### config.mk
export PLATFORM = sky130hd
export DESIGN_NAME = led_pixel_pulse_encoder_top_flat
export DESIGN_NICKNAME = d
export VERILOG_FILES = /design/src/design/lppe_pkg.sv /design/src/design/lppe_if.sv /design/src/design/lppe_front.sv /design/src/design/lppe_queue.sv /design/src/design/lppe_back.sv /design/src/design/led_pixel_pulse_encoder_top.sv /design/src/flat_wrapper.sv
export SDC_FILE = /design/constraint.sdc
export NUM_CORES = 1
export LEC_CHECK = 0
export ABC_CLOCK_PERIOD_IN_PS = 6700
export BUFFER_PORTS_ARGS = -buffer_cell sky130_fd_sc_hd__buf_2
export CAP_MARGIN = 30
export CORE_MARGIN = 8
export CORE_UTILIZATION = 60
export CTS_BUF_LIST = sky130_fd_sc_hd__clkbuf_8
export DETAILED_ROUTE_END_ITERATION = 8
export PLACE_DENSITY = 0.82
export REMOVE_ABC_BUFFERS = 1
export SLEW_MARGIN = 20
export SYNTH_ARGS = -nofsm -noshare
export SYNTH_HDL_FRONTEND = slang
export SYNTH_HIERARCHICAL = 1
export SYNTH_SLANG_ARGS = --single-unit
### constraint.sdc
create_clock -name clock -period 6.7 [get_ports clock]
set_input_delay 0.67 -clock clock [delete_from_list [all_inputs] [get_ports clock]]
set_output_delay 0.67 -clock clock [all_outputs]
set_load 0.005 [all_outputs]
### src/design/lppe_pkg.sv
// Package for the LED pixel pulse encoder.
// Holds widths, register reset values, register indexes and the queue entry type.
// No dependencies.
package lppe_pkg;

   localparam int DATA_BITS              = 24;
   localparam int MIN_WORDS              = 8;
   localparam int MAX_WORDS              = 24;
   localparam int DEFAULT_BITS_PER_PIXEL = 24;
   localparam int COLOUR_W               = 8;
   localparam int PATTERN_W              = 16;
   localparam int CSR_INDEX_W            = 1;
   localparam int QUEUE_DEPTH            = 2;

   localparam logic [PATTERN_W-1:0] ONE_PATTERN_RESET  = 16'hFF00;
   localparam logic [PATTERN_W-1:0] ZERO_PATTERN_RESET = 16'hE000;

   localparam logic [CSR_INDEX_W-1:0] CSR_ONE_PATTERN  = 1'b0;
   localparam logic [CSR_INDEX_W-1:0] CSR_ZERO_PATTERN = 1'b1;

   typedef struct packed {
      logic                 final_pixel;
      logic [DATA_BITS-1:0] bits;
   } pixel_entry_type;

   // one side of a queue transfer: valid flag and the entry it carries
   typedef struct packed {
      logic            valid;
      pixel_entry_type entry;
   } queue_xfer_type;

   // words sent per pixel, held to the range the pixel can supply
   function automatic int word_count(input int bits_per_pixel);
      int n;
      n = bits_per_pixel;
      if (n > MAX_WORDS) n = MAX_WORDS;
      if (n < MIN_WORDS) n = MIN_WORDS;
      return n;
   endfunction

endpackage

### src/design/lppe_if.sv
// Channel interfaces of the LED pixel pulse encoder: pixel request and word response.
// Depends on lppe_pkg for field widths.
interface lppe_req_if import lppe_pkg::*; ();
   logic                valid;
   logic                ready;
   logic [COLOUR_W-1:0] red;
   logic [COLOUR_W-1:0] green;
   logic [COLOUR_W-1:0] blue;
   logic                final_pixel;

   modport source (output valid, red, green, blue, final_pixel, input ready);
   modport sink   (input valid, red, green, blue, final_pixel, output ready);
endinterface

interface lppe_rsp_if import lppe_pkg::*; ();
   logic                 valid;
   logic                 ready;
   logic [PATTERN_W-1:0] pulse_word;
   logic                 pixel_done;
   logic                 frame_end;

   modport source (output valid, pulse_word, pixel_done, frame_end, input ready);
   modport sink   (input valid, pulse_word, pixel_done, frame_end, output ready);
endinterface

### src/design/lppe_front.sv
// Front stage: takes pixel transfers and packs them into queue entries.
// Depends on lppe_pkg and lppe_req_if.
module lppe_front import lppe_pkg::*; (
   input  logic           clock,
   input  logic           reset,
   lppe_req_if.sink       req_bus,
   output queue_xfer_type push,
   input  logic           push_ready
);

   logic            stage_valid_ff, stage_valid_in;
   pixel_entry_type stage_entry_ff, stage_entry_in;
   logic            take;

   assign req_bus.ready = !stage_valid_ff || push_ready;
   assign take          = req_bus.valid && req_bus.ready;

   always_comb begin
      stage_valid_in = stage_valid_ff;
      stage_entry_in = stage_entry_ff;
      if (take) begin
         stage_valid_in             = 1'b1;
         stage_entry_in.final_pixel = req_bus.final_pixel;
         // red leads, each byte most significant bit first
         stage_entry_in.bits        = {req_bus.red, req_bus.green, req_bus.blue};
      end else if (push_ready) begin
         stage_valid_in = 1'b0;
      end
   end

   always_ff @(posedge clock) begin
      if (reset) begin
         stage_valid_ff <= 1'b0;
      end else begin
         stage_valid_ff <= stage_valid_in;
      end
      stage_entry_ff <= stage_entry_in;
   end

   assign push.valid = stage_valid_ff;
   assign push.entry = stage_entry_ff;

endmodule

### src/design/lppe_queue.sv
// Short queue between the front stage and the word sequencer.
// Depends on lppe_pkg.
module lppe_queue import lppe_pkg::*; (
   input  logic           clock,
   input  logic           reset,
   input  queue_xfer_type push,
   output logic           push_ready,
   output queue_xfer_type pop,
   input  logic           pop_ready
);

   localparam int PTR_W  = (QUEUE_DEPTH > 1) ? $clog2(QUEUE_DEPTH) : 1;
   localparam int FILL_W = $clog2(QUEUE_DEPTH + 1);

   pixel_entry_type entries_ff [QUEUE_DEPTH];
   logic [PTR_W-1:0]  wr_ptr_ff, wr_ptr_in;
   logic [PTR_W-1:0]  rd_ptr_ff, rd_ptr_in;
   logic [FILL_W-1:0] fill_ff, fill_in;
   logic              do_push, do_pop;

   assign push_ready = (fill_ff != FILL_W'(QUEUE_DEPTH));
   assign pop.valid  = (fill_ff != '0);
   assign pop.entry  = entries_ff[rd_ptr_ff];
   assign do_push    = push.valid && push_ready;
   assign do_pop     = pop.valid && pop_ready;

   always_comb begin
      wr_ptr_in = wr_ptr_ff;
      rd_ptr_in = rd_ptr_ff;
      fill_in   = fill_ff;
      if (do_push) begin
         wr_ptr_in = (wr_ptr_ff == PTR_W'(QUEUE_DEPTH - 1)) ? '0 : wr_ptr_ff + 1'b1;
      end
      if (do_pop) begin
         rd_ptr_in = (rd_ptr_ff == PTR_W'(QUEUE_DEPTH - 1)) ? '0 : rd_ptr_ff + 1'b1;
      end
      if (do_push && !do_pop) begin
         fill_in = fill_ff + 1'b1;
      end else if (do_pop && !do_push) begin
         fill_in = fill_ff - 1'b1;
      end
   end

   always_ff @(posedge clock) begin
      if (reset) begin
         wr_ptr_ff <= '0;
         rd_ptr_ff <= '0;
         fill_ff   <= '0;
      end else begin
         wr_ptr_ff <= wr_ptr_in;
         rd_ptr_ff <= rd_ptr_in;
         fill_ff   <= fill_in;
      end
      if (do_push) begin
         entries_ff[wr_ptr_ff] <= push.entry;
      end
   end

   a_fill_bound: assert property (@(posedge clock) disable iff (reset)
      fill_ff <= FILL_W'(QUEUE_DEPTH))
      else $error("queue fill beyond depth");

   a_fill_track: assert property (@(posedge clock) disable iff (reset)
      (do_push && !do_pop) |=> (fill_ff == $past(fill_ff) + 1'b1))
      else $error("queue fill missed a transfer in");

   a_ptr_gap: assert property (@(posedge clock) disable iff (reset)
      (fill_ff == '0) |-> (wr_ptr_ff == rd_ptr_ff))
      else $error("empty queue with pointers apart");

endmodule

### src/design/lppe_back.sv
// Word sequencer: holds the pattern registers and sends one pulse word per data bit.
// Depends on lppe_pkg and lppe_rsp_if.
module lppe_back import lppe_pkg::*; #(
   parameter int BITS_PER_PIXEL = DEFAULT_BITS_PER_PIXEL
) (
   input  logic                   clock,
   input  logic                   reset,
   input  queue_xfer_type         pop,
   output logic                   pop_ready,
   input  logic                   csr_write,
   input  logic [CSR_INDEX_W-1:0] csr_index,
   input  logic [PATTERN_W-1:0]   csr_data,
   lppe_rsp_if.source             rsp_bus
);

   localparam int WORDS = word_count(BITS_PER_PIXEL);
   localparam int CNT_W = $clog2(WORDS);

   logic [PATTERN_W-1:0] one_pattern_ff, one_pattern_in;
   logic [PATTERN_W-1:0] zero_pattern_ff, zero_pattern_in;
   logic                 busy_ff, busy_in;
   logic [CNT_W-1:0]     count_ff, count_in;
   logic [DATA_BITS-1:0] bits_ff, bits_in;
   logic                 final_ff, final_in;
   logic                 fire, last, load;

   assign fire      = busy_ff && rsp_bus.ready;
   assign last      = (count_ff == CNT_W'(WORDS - 1));
   assign pop_ready = !busy_ff || (fire && last);
   assign load      = pop.valid && pop_ready;

   always_comb begin
      one_pattern_in  = one_pattern_ff;
      zero_pattern_in = zero_pattern_ff;
      if (csr_write) begin
         case (csr_index)
            CSR_ONE_PATTERN:  one_pattern_in  = csr_data;
            CSR_ZERO_PATTERN: zero_pattern_in = csr_data;
            default:          ;
         endcase
      end
   end

   always_comb begin
      busy_in  = busy_ff;
      count_in = count_ff;
      bits_in  = bits_ff;
      final_in = final_ff;
      if (load) begin
         // start the next pixel straight after the last word leaves
         busy_in  = 1'b1;
         count_in = '0;
         bits_in  = pop.entry.bits;
         final_in = pop.entry.final_pixel;
      end else if (fire) begin
         if (last) begin
            busy_in = 1'b0;
         end else begin
            count_in = count_ff + 1'b1;
            bits_in  = {bits_ff[DATA_BITS-2:0], 1'b0};
         end
      end
   end

   always_ff @(posedge clock) begin
      if (reset) begin
         one_pattern_ff  <= ONE_PATTERN_RESET;
         zero_pattern_ff <= ZERO_PATTERN_RESET;
         busy_ff         <= 1'b0;
         count_ff        <= '0;
      end else begin
         one_pattern_ff  <= one_pattern_in;
         zero_pattern_ff <= zero_pattern_in;
         busy_ff         <= busy_in;
         count_ff        <= count_in;
      end
      bits_ff  <= bits_in;
      final_ff <= final_in;
   end

   assign rsp_bus.valid      = busy_ff;
   assign rsp_bus.pulse_word = bits_ff[DATA_BITS-1] ? one_pattern_ff : zero_pattern_ff;
   assign rsp_bus.pixel_done = last;
   assign rsp_bus.frame_end  = last && final_ff;

   a_count_bound: assert property (@(posedge clock) disable iff (reset)
      busy_ff |-> (count_ff <= CNT_W'(WORDS - 1)))
      else $error("word counter past end of pixel");

   a_word_advance: assert property (@(posedge clock) disable iff (reset)
      (fire && !last) |=> (busy_ff && count_ff == $past(count_ff) + 1'b1))
      else $error("word counter did not advance after a transfer");

   a_load_idle: assert property (@(posedge clock) disable iff (reset)
      load |-> (!busy_ff || (fire && last)))
      else $error("pixel loaded over one in progress");

endmodule

### src/design/led_pixel_pulse_encoder_top.sv
// Top level of the LED pixel pulse encoder: front stage, queue and word sequencer.
// Depends on lppe_pkg, lppe_if, lppe_front, lppe_queue and lppe_back.
//
//   channel   direction  carries
//   req_bus   in         red, green, blue, final_pixel (one pixel per transfer)
//   rsp_bus   out        pulse_word, pixel_done, frame_end (one word per transfer)
//   csr_*     in         pattern register writes, index 0 one, index 1 zero
//
// A pixel is sent as BITS_PER_PIXEL (held to 8..24) words, one word a cycle while rsp_bus
// is ready; a queued next pixel's first word follows the last word with no gap.
// A pixel transfer passes the front stage register, the queue and the word sequencer.
// Synchronous reset empties the queue and restores the pattern reset values.
// A stalled response holds the word; pixels are taken until queue and front stage fill.
module led_pixel_pulse_encoder_top import lppe_pkg::*; #(
   parameter int BITS_PER_PIXEL = DEFAULT_BITS_PER_PIXEL
) (
   input  logic                   clock,
   input  logic                   reset,
   lppe_req_if.sink               req_bus,
   lppe_rsp_if.source             rsp_bus,
   input  logic                   csr_write,
   input  logic [CSR_INDEX_W-1:0] csr_index,
   input  logic [PATTERN_W-1:0]   csr_data
);

   queue_xfer_type push;
   queue_xfer_type pop;
   logic           push_ready;
   logic           pop_ready;

   lppe_front u_front (
      .clock      (clock),
      .reset      (reset),
      .req_bus    (req_bus),
      .push       (push),
      .push_ready (push_ready)
   );

   lppe_queue u_queue (
      .clock      (clock),
      .reset      (reset),
      .push       (push),
      .push_ready (push_ready),
      .pop        (pop),
      .pop_ready  (pop_ready)
   );

   lppe_back #(
      .BITS_PER_PIXEL (BITS_PER_PIXEL)
   ) u_back (
      .clock     (clock),
      .reset     (reset),
      .pop       (pop),
      .pop_ready (pop_ready),
      .csr_write (csr_write),
      .csr_index (csr_index),
      .csr_data  (csr_data),
      .rsp_bus   (rsp_bus)
   );

endmodule
### src/flat_wrapper.sv
// flat-port wrapper written by rule: the top's interface ports become plain ports
module led_pixel_pulse_encoder_top_flat import lppe_pkg::*;
#(
   parameter int BITS_PER_PIXEL = DEFAULT_BITS_PER_PIXEL
)
  (clock, reset, csr_write, csr_index, csr_data, req_bus_valid, req_bus_red, req_bus_green, req_bus_blue, req_bus_final_pixel, req_bus_ready, rsp_bus_valid, rsp_bus_pulse_word, rsp_bus_pixel_done, rsp_bus_frame_end, rsp_bus_ready);
  lppe_req_if req_bus_i ();
  lppe_rsp_if rsp_bus_i ();
  input  logic clock;
  input  logic reset;
  input  logic csr_write;
  input  logic [CSR_INDEX_W-1:0] csr_index;
  input  logic [PATTERN_W-1:0] csr_data;
  input wire logic [$bits(req_bus_i.valid)-1:0] req_bus_valid;
  input wire logic [$bits(req_bus_i.red)-1:0] req_bus_red;
  input wire logic [$bits(req_bus_i.green)-1:0] req_bus_green;
  input wire logic [$bits(req_bus_i.blue)-1:0] req_bus_blue;
  input wire logic [$bits(req_bus_i.final_pixel)-1:0] req_bus_final_pixel;
  output wire logic [$bits(req_bus_i.ready)-1:0] req_bus_ready;
  output wire logic [$bits(rsp_bus_i.valid)-1:0] rsp_bus_valid;
  output wire logic [$bits(rsp_bus_i.pulse_word)-1:0] rsp_bus_pulse_word;
  output wire logic [$bits(rsp_bus_i.pixel_done)-1:0] rsp_bus_pixel_done;
  output wire logic [$bits(rsp_bus_i.frame_end)-1:0] rsp_bus_frame_end;
  input wire logic [$bits(rsp_bus_i.ready)-1:0] rsp_bus_ready;
  assign req_bus_i.valid = req_bus_valid;
  assign req_bus_i.red = req_bus_red;
  assign req_bus_i.green = req_bus_green;
  assign req_bus_i.blue = req_bus_blue;
  assign req_bus_i.final_pixel = req_bus_final_pixel;
  assign req_bus_ready = req_bus_i.ready;
  assign rsp_bus_valid = rsp_bus_i.valid;
  assign rsp_bus_pulse_word = rsp_bus_i.pulse_word;
  assign rsp_bus_pixel_done = rsp_bus_i.pixel_done;
  assign rsp_bus_frame_end = rsp_bus_i.frame_end;
  assign rsp_bus_i.ready = rsp_bus_ready;
  led_pixel_pulse_encoder_top #(.BITS_PER_PIXEL(BITS_PER_PIXEL)) u_core (.clock(clock), .reset(reset), .req_bus(req_bus_i), .rsp_bus(rsp_bus_i), .csr_write(csr_write), .csr_index(csr_index), .csr_data(csr_data));
endmodule
# --- Yosys cells after proc, flatten, opt, wreduce, memory -nomap -nowiden ---
# Memories as Yosys holds them, arrays and structs flattened. A register that Yosys moved wholly into a read port is not among the register bits.
# Cells that the tools add are included.
# Widths: inputs -> output; s select.
op_classes:
  addsub: 5
  n_eq_ne: 3
  n_mux: 17
  bitwise: 2
  n_reduce_logical: 25
op_table:
  columns: ["op", "n"]
  rows:
  - ["$mux 24", 3]
  - ["$mux 16", 1]
  - ["$mux 1", 11]
  - ["$reduce_and 2->1", 5]
  - ["$reduce_bool 2->1", 5]
  - ["$logic_and 1x1->1", 8]
  - ["$add 5x1->5 const B", 1]
  - ["$eq 5x5->1 const B", 1]
  - ["$logic_not 1->1", 4]
  - ["$mux 2", 2]
  - ["$add 1x1->1 const B", 2]
  - ["$add 2x1->2 const B", 1]
  - ["$logic_or 1x1->1", 2]
  - ["$ne 2x1->1 const B", 1]
  - ["$ne 2x2->1 const B", 1]
  - ["$not 1->1", 2]
  - ["$reduce_or 2->1", 1]
  - ["$sub 2x1->2 const B", 1]
totals:
  regBits: 93
  ram_bits: 50
  inputBits: 47
  output_inout_bits: 20
  word_cells: 65
  mem_count: 1
memory_table:
  columns: ["memory", "words", "word_bits", "rd", "rd_clocked_by_memory_dff", "write_ports", "line", "rtl"]
  rows:
  - ["u_core.u_queue.entries_ff", 2, 25, 1, 1, 1, "lppe_queue.sv:15", "pixel_entry_type entries_ff [QUEUE_DEPTH];"]

# --- Logic depth before layout (Yosys ltp) ---
# Gate-level depths: netlist of run 1.
logic_depth:
  ltp_word: 7
  mapped_depth: 8
  depth_no_buf: 8

# --- Modules after synthesis ---
# Netlist of run 1, hierarchy kept.
modules_own_cells:
  columns: ["module", "instances", "cells_per_inst", "area_each_um2", "seq_area_each_um2"]
  rows:
  - ["lppe_back", 1, 248, 2778.9, 1511.4]
  - ["lppe_queue", 1, 102, 2023.2, 1601.5]
  - ["lppe_front", 1, 31, 813.3, 770.7]

# --- Least setup slack after synthesis of run 1 ---
# No wires, ideal clock.
synth_timing:
  path_type: "in2reg"
  from: "input rsp_bus_ready"
  to: "register u_core.u_back.bits_ff[0] (enable)"
  setup_ps: 413
  arrival_ps: 1965
  required_ps: 6287
  setup_slack_ps: 4322
  path_stages: 2
  n_path_buf: 0
  cell_sequence: "inv_1 > a21oi_1"
synth_via:
  elab_chain_len: 6
  elab_cells_between_ends: 7
  classes_between: "1 x eq/ne; 6 x reduce/logical"
synth_rtl:
  columns: ["item", "line", "rtl"]
  rows:
  - ["from (decl)", "flat_wrapper.sv:24", "input wire logic [$bits(rsp_bus_i.ready)-1:0] rsp_bus_ready;"]
  - ["$logic_and 1x1->1 *", "lppe_back.sv:27", "assign fire = busy_ff && rsp_bus.ready;"]
  - ["$logic_and 1x1->1", "lppe_back.sv:29", "assign pop_ready = !busy_ff || (fire && last);"]
  - ["$logic_or 1x1->1", "lppe_back.sv:29", null]
  - ["$logic_and 1x1->1", "lppe_back.sv:30", "assign load = pop.valid && pop_ready;"]
  - ["$ne 2x1->1 (no source line) / $reduce_bool 2->1 (equally long branches)", null, null]
  - ["$reduce_and 2->1 (no source line) *", null, null]
  - ["to (signal assigned)", "lppe_back.sv:77", "bits_ff <= bits_in;"]
  - ["to (decl)", "lppe_back.sv:23", "logic [DATA_BITS-1:0] bits_ff, bits_in;"]
# Every way passes the cells marked *; elsewhere a longest branch is shown, timed or not.
# A chain may end at the register's enable or synchronous reset.

# --- Worst setup path after layout of run 1 ---
layout_timing:
  from: "register u_core.u_back.bits_ff[23]"
  to: "output rsp_bus_pulse_word[10]"
layout_via:
  elab_chain_len: 1
layout_rtl:
  columns: ["item", "line", "rtl"]
  rows:
  - ["$mux 16", "lppe_back.sv:82", "assign rsp_bus.pulse_word = bits_ff[DATA_BITS-1] ? one_pattern_ff : zero_pattern_ff;"]
  - ["to (decl)", "flat_wrapper.sv:21", "output wire logic [$bits(rsp_bus_i.pulse_word)-1:0] rsp_bus_pulse_word;"]
# Every way passes these cells.

==> results of run 1 <==
## state kept, by name, summed over array words and instances, names as in the netlist, named ones only
register                       flops
u_core/u_queue/entries_ff         50
u_core/u_front/push               25
u_core/u_back/bits_ff             24
u_core/u_back/one_pattern_ff      16
u_core/u_back/zero_pattern_ff     16
u_core/u_back/count_ff             5
u_core/u_queue/fill_ff             2
u_core/u_back/final_ff             1
u_core/u_back/rsp_bus.valid        1
u_core/u_front/stage_valid_ff      1
u_core/u_queue/rd_ptr_ff           1
u_core/u_queue/wr_ptr_ff           1
## critical path: cells and delay by family, from the launching register on
family | cells | cell delay (ns)
DFF | 1 | 0.83
muxes | 1 | 0.43
buffers and inverters | 1 | 0.13
## stage by stage
step / std cells / total power, mW / worst slack, ns
CTS: 575 / 2.49 / 4.18
global route: 575 / 2.58 / 4.13
finish: 575 / 2.46 / 4.22
floorplan: 362 / 1.66 / 4.32
detailed placement: 543 / 1.85 / 4.48
global placement: 541 / 1.80 / 4.58
## logic make-up after synthesis
family          count (synthesis)  synth area share [%]
flops                         144                  69.2
simple gates                  105                  9.27
mux                            65                  14.3
compound gates                 33                  3.32
buf+inv                        26                  2.52
xor+xnor                        6                 0.936
fa+ha+maj                       2                 0.446
## metal layers
metal | share of wire (%) | track usage [%] | wire length [um] | vias to the layer above
li1 | - | - | - | 1505
met1 | 41 | 18.1 | 3920 | 1465
met2 | 52 | 26.6 | 4930 | 66
met3 | 5.2 | 4.53 | 494 | 9
met4 | 1.1 | 5.94 | 100 | 0
met5 | 0 | 0 | 0 | -
## layout by cell type (no fill, tap or decap), drive strengths merged, types with 2 or more instances in the layout
master,instances
a21oi,28
and2,4
and3,2
buf,70
bufinv,2
clkbuf,17
clkinv,4
clkinvlp,4
dfxtp,44
edfxtp,100
ha,2
inv,12
mux2,64
nand2,67
nand2b,3
nand3b,12
nor2,5
nor3,5
o21ai,3
xnor2,3
xor2,3
## worst max path at each step
stage,endpoint,slack [ns],depth (start not counted)
floorplan,u_core/u_back/bits_ff[0],4.32,2
global placement,u_core/u_queue/fill_ff[1],4.58,7
finish,rsp_bus_pulse_word[10],4.22,2
detailed placement,u_core/u_queue/fill_ff[1],4.48,7
CTS,rsp_bus_pulse_word[10],4.18,2
global route,rsp_bus_pulse_word[9],4.13,2
## area by class of cell
class | instances | share of cell area, %
Timing Repair Buffer | 70 | 6.05
Clock inverter | 15 | 2.23
Multi-Input combinational cell | 211 | 24.9
Tap cell | 111 | 2.17
Sequential cell | 144 | 60.6
Clock buffer | 17 | 3.65
Inverter | 7 | 0.410
## power breakdown
part           leakage, nW  internal, mW  total [mW]  switching, mW
Combinational         1.03         0.327       0.576          0.249
Sequential            1.31          1.16        1.25         0.0913
Clock                0.183         0.328       0.637          0.309
Total                 2.52          1.81        2.46          0.649
==> metrics.yaml, run 1 <==
detailed_routing:
  drt-pass1-iter-count: 4
  drtAntennaViolNets: 0
  first_iter_violations: 214
  drc: 0
  route.detailed.wl_per_inst_um: 16.4
  viasPerCell: 5.30
  via_count: 3045
  drt-total-wl_um: 9450
min_path:
  hold_path.class: "in2reg"
  min_to: "u_core/u_front/push[5]"
  holdCritStartpoint: "req_bus_blue[5]"
  hold_path_depth: 1
place:
  dp_hpwl_um: 6140
  placed_area_um2: 6030
  io_buffers: 66
  gp_congestion: 0.720
logic_synthesis:
  synthCells: 381
  synth_top_cell_area_share_pct: 53.5
  synth_area_um2: 5620
  synthTopCellsByCount: "edfxtp_1, nand2_1, dfxtp_1, mux2_2, a21oi_1"
  ys_seq_area_share_pct: 69.2
  syn_avg_cell_area_um2: 14.7
  synth_cell_types: 37
  ys.warnings.count: 6
  synth_area_leader_cell: "edfxtp_1"
  synthFlopType: "edfxtp_1"
  async_reset_ff_share_pct: 0
  synth_edf_count: 100
  synth_area_leaders: "edfxtp_1, dfxtp_1, mux2_2"
  post-synth-top-count-cell: "edfxtp_1"
  synth_seq_cells: 144
floorplan:
  ios: 67
  die_area_um2: 12700
  rows: 35
  start_util_pct: 61.4
  core_area_um2: 9150
  fp.dieH_um: 113
  die_w_um: 113
sta:
  worst_slew_pin_slew_ns: 0.739
  rsz0062_at_grt: "no"
  finalMaxSlewViolations: 0
  max_freq_ghz: 0.404
  tns_ns: 0
  finalClockSkew_ns: 0.00648
  hold_viol: 0
  holdWs_ns: 0.420
  fin_crit_sh_pct: 37.0
  setup_violations: 0
  slew_headroom_pct: 50.7
  period_minus_slack_ns: 2.48
clock_network:
  postCtsSetupRepairBufs: 0
  post_cts_resized: 0
  cts_buffers: 17
  hold_buffers: 0
  cts.reportedPaths.clkPinSlew_ns: 0.08
  cts_root_buffer: "clkbuf_8"
  clock_sinks: 144
  clock_path_buffers: 2
  insertion_delay_ns: 0.42
  cts_tree: "yes"
  htreeDepth: 4
grt:
  grt_overflow: 0
  antenna_found_initial: 0
  grt_max_degree: 45
  gr-usage-all-layers_pct: 15.5
  grt_pass1_wl_um: 15200
  grt_pass1_vias: 3169
finish:
  finalInstanceArea_um2: 6410
  area_growth_pct: 14.1
  seqCellArea_um2: 3880
  fin_util_pct: 70.0
  diodes: 0
  final_layout_size_suffix_gt1_share_pct: 37.3
  nets: 500
  fillers: 596
  multi_input_area_um2: 1600
setup_path:
  critPathLaunch: "u_core/u_back/bits_ff[23]"
  r2r_end: "u_core/u_queue/fill_ff[1]"
  critical-path-max-stage-delay_ns: 0.83
  worstPathRequired_ns: 6.03
  worstPathArrival_ns: 1.81
  cp-start-kind: "flop"
  crit_type: "reg2out"
  rr_worst_depth: 7
  critPathSlowestCell: "edfxtp_1"
  r2r_start: "u_core/u_back/count_ff[0]"
  r2r_slack_ns: 4.59
  cp_max_fo: 16
  path_cells: "mux2_2 -> buf_2"
  cp-end-kind: "output pin"
power_and_ir_drop:
  p_per_area_nw_per_um2: 384
  p_leak_nw: 2.52
  vdd.ir_drop.worst_mv: 0.204
run_status:
  outcome: "finished clean"
run:
  max_cap_viol_count: 0
(Power assumes the default switching activity.)
==> inputs of run 2 (changes only) <==
ABC_CLOCK_PERIOD_IN_PS = 2000   (was 6700)
CORE_UTILIZATION = 54   (was 60)
PLACE_DENSITY = 0.78   (was 0.82)
clock period = 2 ns   (was 6.7 ns; I/O delays follow)
==> metrics.yaml, run 2 (synthesized netlist as in run 1, its figures left out) <==
clock_network:
  clock_sinks: 144  # unchanged
  insertion_delay_ns: 0.43  # about the same
  postCtsSetupRepairBufs: 0  # unchanged
  htreeDepth: 4  # unchanged
  cts_buffers: 17  # unchanged
  clock_path_buffers: 2  # unchanged
  cts_root_buffer: "clkbuf_8"
  cts.reportedPaths.clkPinSlew_ns: 0.07  # about the same
  cts_tree: "yes"
sta:
  worst_slew_pin_slew_ns: 0.829  # +0.0901 ns
  rsz0062_at_grt: "no"
  hold_viol: 0  # unchanged
  period_minus_slack_ns: 1.85
  max_freq_ghz: 0.540
  fin_crit_sh_pct: 92.6
  setup_slack_ns: 0.148  # -4.08 ns
  slew_headroom_pct: 44.6  # -6.1 points
  finalMaxSlewViolations: 0  # unchanged
  holdWs_ns: 0.0307  # -0.390 ns
  setup_violations: 0  # unchanged
  finalClockSkew_ns: 0.00998  # +0.00349 ns
place:
  io_buffers: 66  # unchanged
  placed_area_um2: 6060  # +0.39%
  dp_slack_ns: 0.0200  # -4.46 ns
  gp_congestion: 0.717  # -0.53%
  placedCellCount: 571  # +5.2%
  dp_hpwl_um: 6280  # +2.3%
detailed_routing:
  via_count: 3271  # +7.4%
  drtAntennaViolNets: 0  # unchanged
  first_iter_violations: 235  # +9.8%
  drt-total-wl_um: 10300  # +9.3%
  route.detailed.wl_per_inst_um: 16.0  # -2.4%
  viasPerCell: 5.08  # -4.1%
  drt-pass1-iter-count: 5  # +1
  drc: 0  # unchanged
power_and_ir_drop:
  pwr-share-comb_pct: 24.6  # +1.2 points
  clockPowerShare_pct: 27.4  # +1.5 points
  p_per_area_nw_per_um2: 1230  # +220%
  p_sw_mw: 2.17  # +230%
  power_mw: 8.51  # +250%
  seqPwrFrac_pct: 48.0  # -2.7 points
  p_sw_share_pct: 25.5  # -0.92 points
  p_leak_nw: 2.71  # +7.8%
  vdd.ir_drop.worst_mv: 0.733  # +260%
  p_int_mw: 6.34  # +250%
grt:
  grt_util_met2_pct: 27.5  # +0.93 points
  grt.met1_usage_pct: 16.6  # -1.5 points
  top_usage_layer: "met2"
  use_met3_pct: 5.56  # +1.0 points
  grt_pass1_wl_um: 16900  # +11%
  grt_pass1_vias: 3472  # +9.6%
  grt_overflow: 0  # unchanged
  gr-usage-all-layers_pct: 15.6  # +0.026 points
  antenna_found_initial: 2  # +2
  grt_max_degree: 45  # unchanged
setup_path:
  cp-start-kind: "flop"
  cp_max_fo: 24  # +8
  cp-end-kind: "flop"
  crit_type: "reg2reg"
  worstPathRequired_ns: 2.17  # -3.86 ns
  worstPathArrival_ns: 2.02  # +0.21 ns
finish:
  nets: 544  # +8.8%
  finalInstanceArea_um2: 6890  # +7.5%
  largest_reg_flops: 50  # unchanged
  final_layout_size_suffix_gt1_share_pct: 34.9  # -2.4 points
  layout_commonest_cell: "edfxtp_1"
  area_growth_pct: 22.7
  layout_common_cells: "edfxtp_1, buf_2, nand2_1"
  top_register: "u_core/u_queue/entries_ff"
  fillers: 680  # +14%
  instances_no_fill: 644  # +12%
floorplan:
  core_area_um2: 10200  # +12%
  ios: 67  # unchanged
  rows: 37  # +5.7%
  die_area_um2: 13900  # +9.5%
  start_util_pct: 54.9  # -6.5 points
  fp.dieH_um: 118  # +4.6%
  die_w_um: 118  # +4.6%
run:
  max_cap_viol_count: 0  # unchanged
run_status:
  outcome: "finished clean"
min_path:
  hold_path.class: "in2reg"
[run 2: path summary, 6_finish.rpt]
kind                                   from                          endpoint  slack (ns)  cells after the start
setup / recovery  u_core/u_back/count_ff[0]         u_core/u_back/bits_ff[22]        0.15                      6
hold / removal                  csr_data[5]  u_core/u_back/zero_pattern_ff[5]        0.03                      3
setup reg to reg  u_core/u_back/count_ff[0]         u_core/u_back/bits_ff[22]        0.15                      6
hold reg to reg      u_core/u_front/push[6]   u_core/u_queue/entries_ff[0][6]        0.45                      0
[run 2: metrics by stage]
stage          TNS [ns]  utilization, %
6_report              0            67.4
5_1_grt               0            67.4
4_1_cts               0            67.1
3_5_place_dp          0            59.2
3_3_place_gp          0            59.1
2_1_floorplan     -8.97               -
[run 2: per-layer routing]
| layer | part of all wire (%) | vias to the layer above |
|---|---|---|
| li1 | - | 1595 |
| met1 | 41 | 1589 |
| met2 | 54 | 67 |
| met3 | 3.9 | 18 |
| met4 | 1.7 | 2 |
| met5 | 0.077 | - |
[run 2: repair_timing]
action                     4_1_cts  5_1_grt
pin swaps                        0        0
setup endpoints to repair        1       25
hold buffers                    40        1
hold endpoints to repair        49        1
resized for setup                1        4
[run 2: layout make-up]
| cell class | instances | area [um2] | area share [%] |
|---|---|---|---|
| Sequential cell | 144 | 3890 | 56.4 |
| Multi-Input combinational cell | 211 | 1610 | 23.3 |
| Timing Repair Buffer | 114 | 793 | 11.5 |
| Clock buffer | 17 | 234 | 3.39 |
| Clock inverter | 14 | 174 | 2.52 |
| Tap cell | 136 | 170 | 2.47 |
| Inverter | 7 | 26.3 | 0.381 |
| Antenna cell | 1 | 2.50 | 0.0363 |
[run 2: worst max-delay path, cell delays in order (launching register included)]
cell	delay (ns)
dfxtp_2	0.35
ha_4	0.18
nand4b_4	0.10
o21ai_4	0.06
buf_4	0.16
nand2_4	0.33
mux2_2	0.40
[run 2: power groups by stage]
stage / sequential (mW) / clock, mW / combinational [mW]
after floorplan: 4.16 / 0 / 1.41
after global placement: 4.12 / 0 / 1.95
after detailed placement: 4.12 / 0 / 2.05
after CTS: 4.08 / 2.38 / 2.11
after global routing: 4.14 / 2.50 / 2.27
final: 4.08 / 2.34 / 2.09
==> inputs of run 3 (changes only) <==
ABC_AREA = 1   (was not set)
RECOVER_POWER = 25   (was not set)
==> metrics.yaml, run 3 <==
detailed_routing:
  first_iter_violations: 272  # +16%
  drtAntennaViolNets: 0  # unchanged
  viasPerCell: 5.10  # +0.47%
  route.detailed.wl_per_inst_um: 14.8  # -7.5%
  drt-pass1-iter-count: 4  # -1
  drt-total-wl_um: 11100  # +7.1%
  drc: 0  # unchanged
  via_count: 3807  # +16%
setup_path:
  crit_buf_inv: 2  # +1
  worstPathRequired_ns: 2.09  # -0.08 ns
  worstPathArrival_ns: 1.86  # -0.16 ns
  cp-start-kind: "flop"
  crit_family: "buffers and inverters"
  cp-end-kind: "flop"
  crit_top_cell: "nand2_2"
  critPathSlowestCell: "dfxtp_1"
  cp_max_fo: 24  # unchanged
  path_cells: "ha_1 -> nand2_2 -> clkinv_2 -> nand2_4 -> nand2_2 -> a21boi_2 -> buf_4"
  crit_type: "reg2reg"
  critical-path-max-stage-delay_ns: 0.35  # -0.05 ns
sta:
  fin_crit_sh_pct: 88.4  # -4.2 points
  hold_viol: 0  # unchanged
  max_freq_ghz: 0.565  # +4.7%
  finalClockSkew_ns: 0.0144  # +0.00443 ns
  worst_slew_pin_slew_ns: 0.661  # -0.168 ns
  slew_headroom_pct: 55.8  # +11 points
  setup_violations: 0  # unchanged
  rsz0062_at_grt: "no"
  finalMaxSlewViolations: 0  # unchanged
  tns_ns: 0  # unchanged
  period_minus_slack_ns: 1.77  # -0.0833 ns
grt:
  grt_max_degree: 34  # -24%
  antenna_found_initial: 0  # -2
  grt_pass1_vias: 3924  # +13%
  grt_pass1_wl_um: 18500  # +9.6%
  grt_overflow: 0  # unchanged
  gr-usage-all-layers_pct: 16.4  # +0.83 points
run:
  max_cap_viol_count: 0  # unchanged
floorplan:
  rows: 37  # unchanged
  die_area_um2: 14100  # +1.4%
  fp.dieH_um: 119  # +0.72%
  ios: 67  # unchanged
  die_w_um: 119  # +0.72%
  core_area_um2: 10300  # +0.45%
  start_util_pct: 55.6  # +0.67 points
min_path:
  hold_path.class: "in2reg"
finish:
  nets: 648  # +19%
  final_layout_size_suffix_gt1_share_pct: 24.1  # -11 points
  instances_no_fill: 746  # +16%
  area_growth_pct: 21.6
  layout_common_cells: "nand2_1, edfxtp_1, buf_2"
  diodes: 0  # -1
  largest_reg_flops: 50  # unchanged
  top_register: "u_core/u_queue/entries_ff"
  layout_commonest_cell: "nand2_1"
logic_synthesis:
  synth_area_leader_cell: "edfxtp_1"
  async_reset_ff_share_pct: 0  # unchanged
  synthTopCellsByCount: "nand2_1, edfxtp_1, dfxtp_1"
  synth_seq_cells: 144  # unchanged
  synthCells: 484  # +27%
  ys.warnings.count: 6  # unchanged
  synth_top_cell_area_share_pct: 52.6  # -0.88 points
  synth_area_um2: 5710  # +1.7%
  syn_avg_cell_area_um2: 11.8  # -20%
  synth_cell_types: 31  # -16%
  ys_seq_area_share_pct: 68.0  # -1.1 points
  synth_area_leaders: "edfxtp_1, dfxtp_1, nand2_1"
  synth_edf_count: 100  # unchanged
  synthFlopType: "edfxtp_1"
  post-synth-top-count-cell: "nand2_1"
clock_network:
  clock_sinks: 144  # unchanged
  insertion_delay_ns: 0.43  # about the same
  cts.reportedPaths.clkPinSlew_ns: 0.07  # about the same
  cts_buffers: 17  # unchanged
  clock_path_buffers: 2  # unchanged
  htreeDepth: 4  # unchanged
  cts_tree: "yes"
  post_cts_resized: 0  # -1
  cts_root_buffer: "clkbuf_8"
power_and_ir_drop:
  vdd.ir_drop.worst_mv: 0.703  # -4.1%
  p_per_area_nw_per_um2: 1260  # +1.9%
  p_leak_nw: 2.91  # +7.2%
place:
  io_buffers: 66  # unchanged
  placedCellCount: 677  # +19%
  gp_congestion: 0.780  # +8.8%
  dp_hpwl_um: 6850  # +9.0%
run_status:
  outcome: "finished clean"
run 3: routing by layer:
metal / track usage, % / vias to the layer above / share of wire [%]
li1: - / 1875 / -
met5: 0 / - / 0
met1: 18.1 / 1808 / 40
met4: 7.19 / 0 / 1.9
met3: 5.43 / 20 / 4.7
met2: 28.5 / 104 / 53
run 3: final timing paths:
| path | cells past startpoint | end | slack [ns] | from |
|---|---|---|---|---|
| max | 7 | u_core/u_back/bits_ff[18] | 0.23 | u_core/u_back/count_ff[0] |
| min | 3 | u_core/u_back/one_pattern_ff[5] | 0.04 | csr_data[5] |
| max reg2reg | 7 | u_core/u_back/bits_ff[18] | 0.23 | u_core/u_back/count_ff[0] |
| min reg2reg | 0 | u_core/u_queue/entries_ff[1][13] | 0.44 | u_core/u_front/push[13] |
run 3: what timing repair did:
action                                 CTS  global route
gates cloned                             0             0
pin swaps                                0             0
setup endpoints to repair                5            10
endpoints found under the hold margin   39             0
hold buffers                            37             0
setup buffers                            1             1
run 3: stage by stage:
step / utilization [%] / hold WS [ns] / power [mW] / instance area, um2 / setup WS, ns
after floorplan: - / 0.262 / 5.66 / 5560 / -1.28
after global placement: 60.1 / 0.376 / 6.31 / 6180 / 0.339
after detailed placement: 60.1 / 0.378 / 6.43 / 6180 / 0.255
after CTS: 67.5 / 0.00381 / 8.73 / 6940 / 0.0208
after global routing: 67.6 / 0.0146 / 9.21 / 6940 / 0.0659
final: 67.6 / 0.0365 / 8.73 / 6940 / 0.231
run 3: cells by family after synthesis:
family          share of synthesized area (%)
buf+inv                                  5.39
compound gates                           6.09
mux                                      6.25
fa+ha+maj                               0.438
simple gates                             13.8
flops                                    68.0
run 3: where the power goes:
part | total [mW] | leakage (nW) | switching (mW) | internal, mW
sequential | 4.12 | 1.31 | 0.195 | 3.92
clock | 2.21 | 0.191 | 1.01 | 1.20
combinational | 2.41 | 1.41 | 1.44 | 0.963
run 3: layout make-up:
cell class              instances  area (um2)
well taps                     136         170
multi-input cells             277        1530
inverters                      42         159
clock buffers                  17         234
repair buffers                117         817
fillers                       734        3330
clock inverters                13         150
flip-flops and latches        144        3880
run 3: worst reg2reg max path: stages, from the launching register on:
cell and delay (ns):
dfxtp_1 0.35, ha_1 0.23, nand2_2 0.10, clkinv_2 0.08
nand2_4 0.11, nand2_2 0.09, a21boi_2 0.14, buf_4 0.33
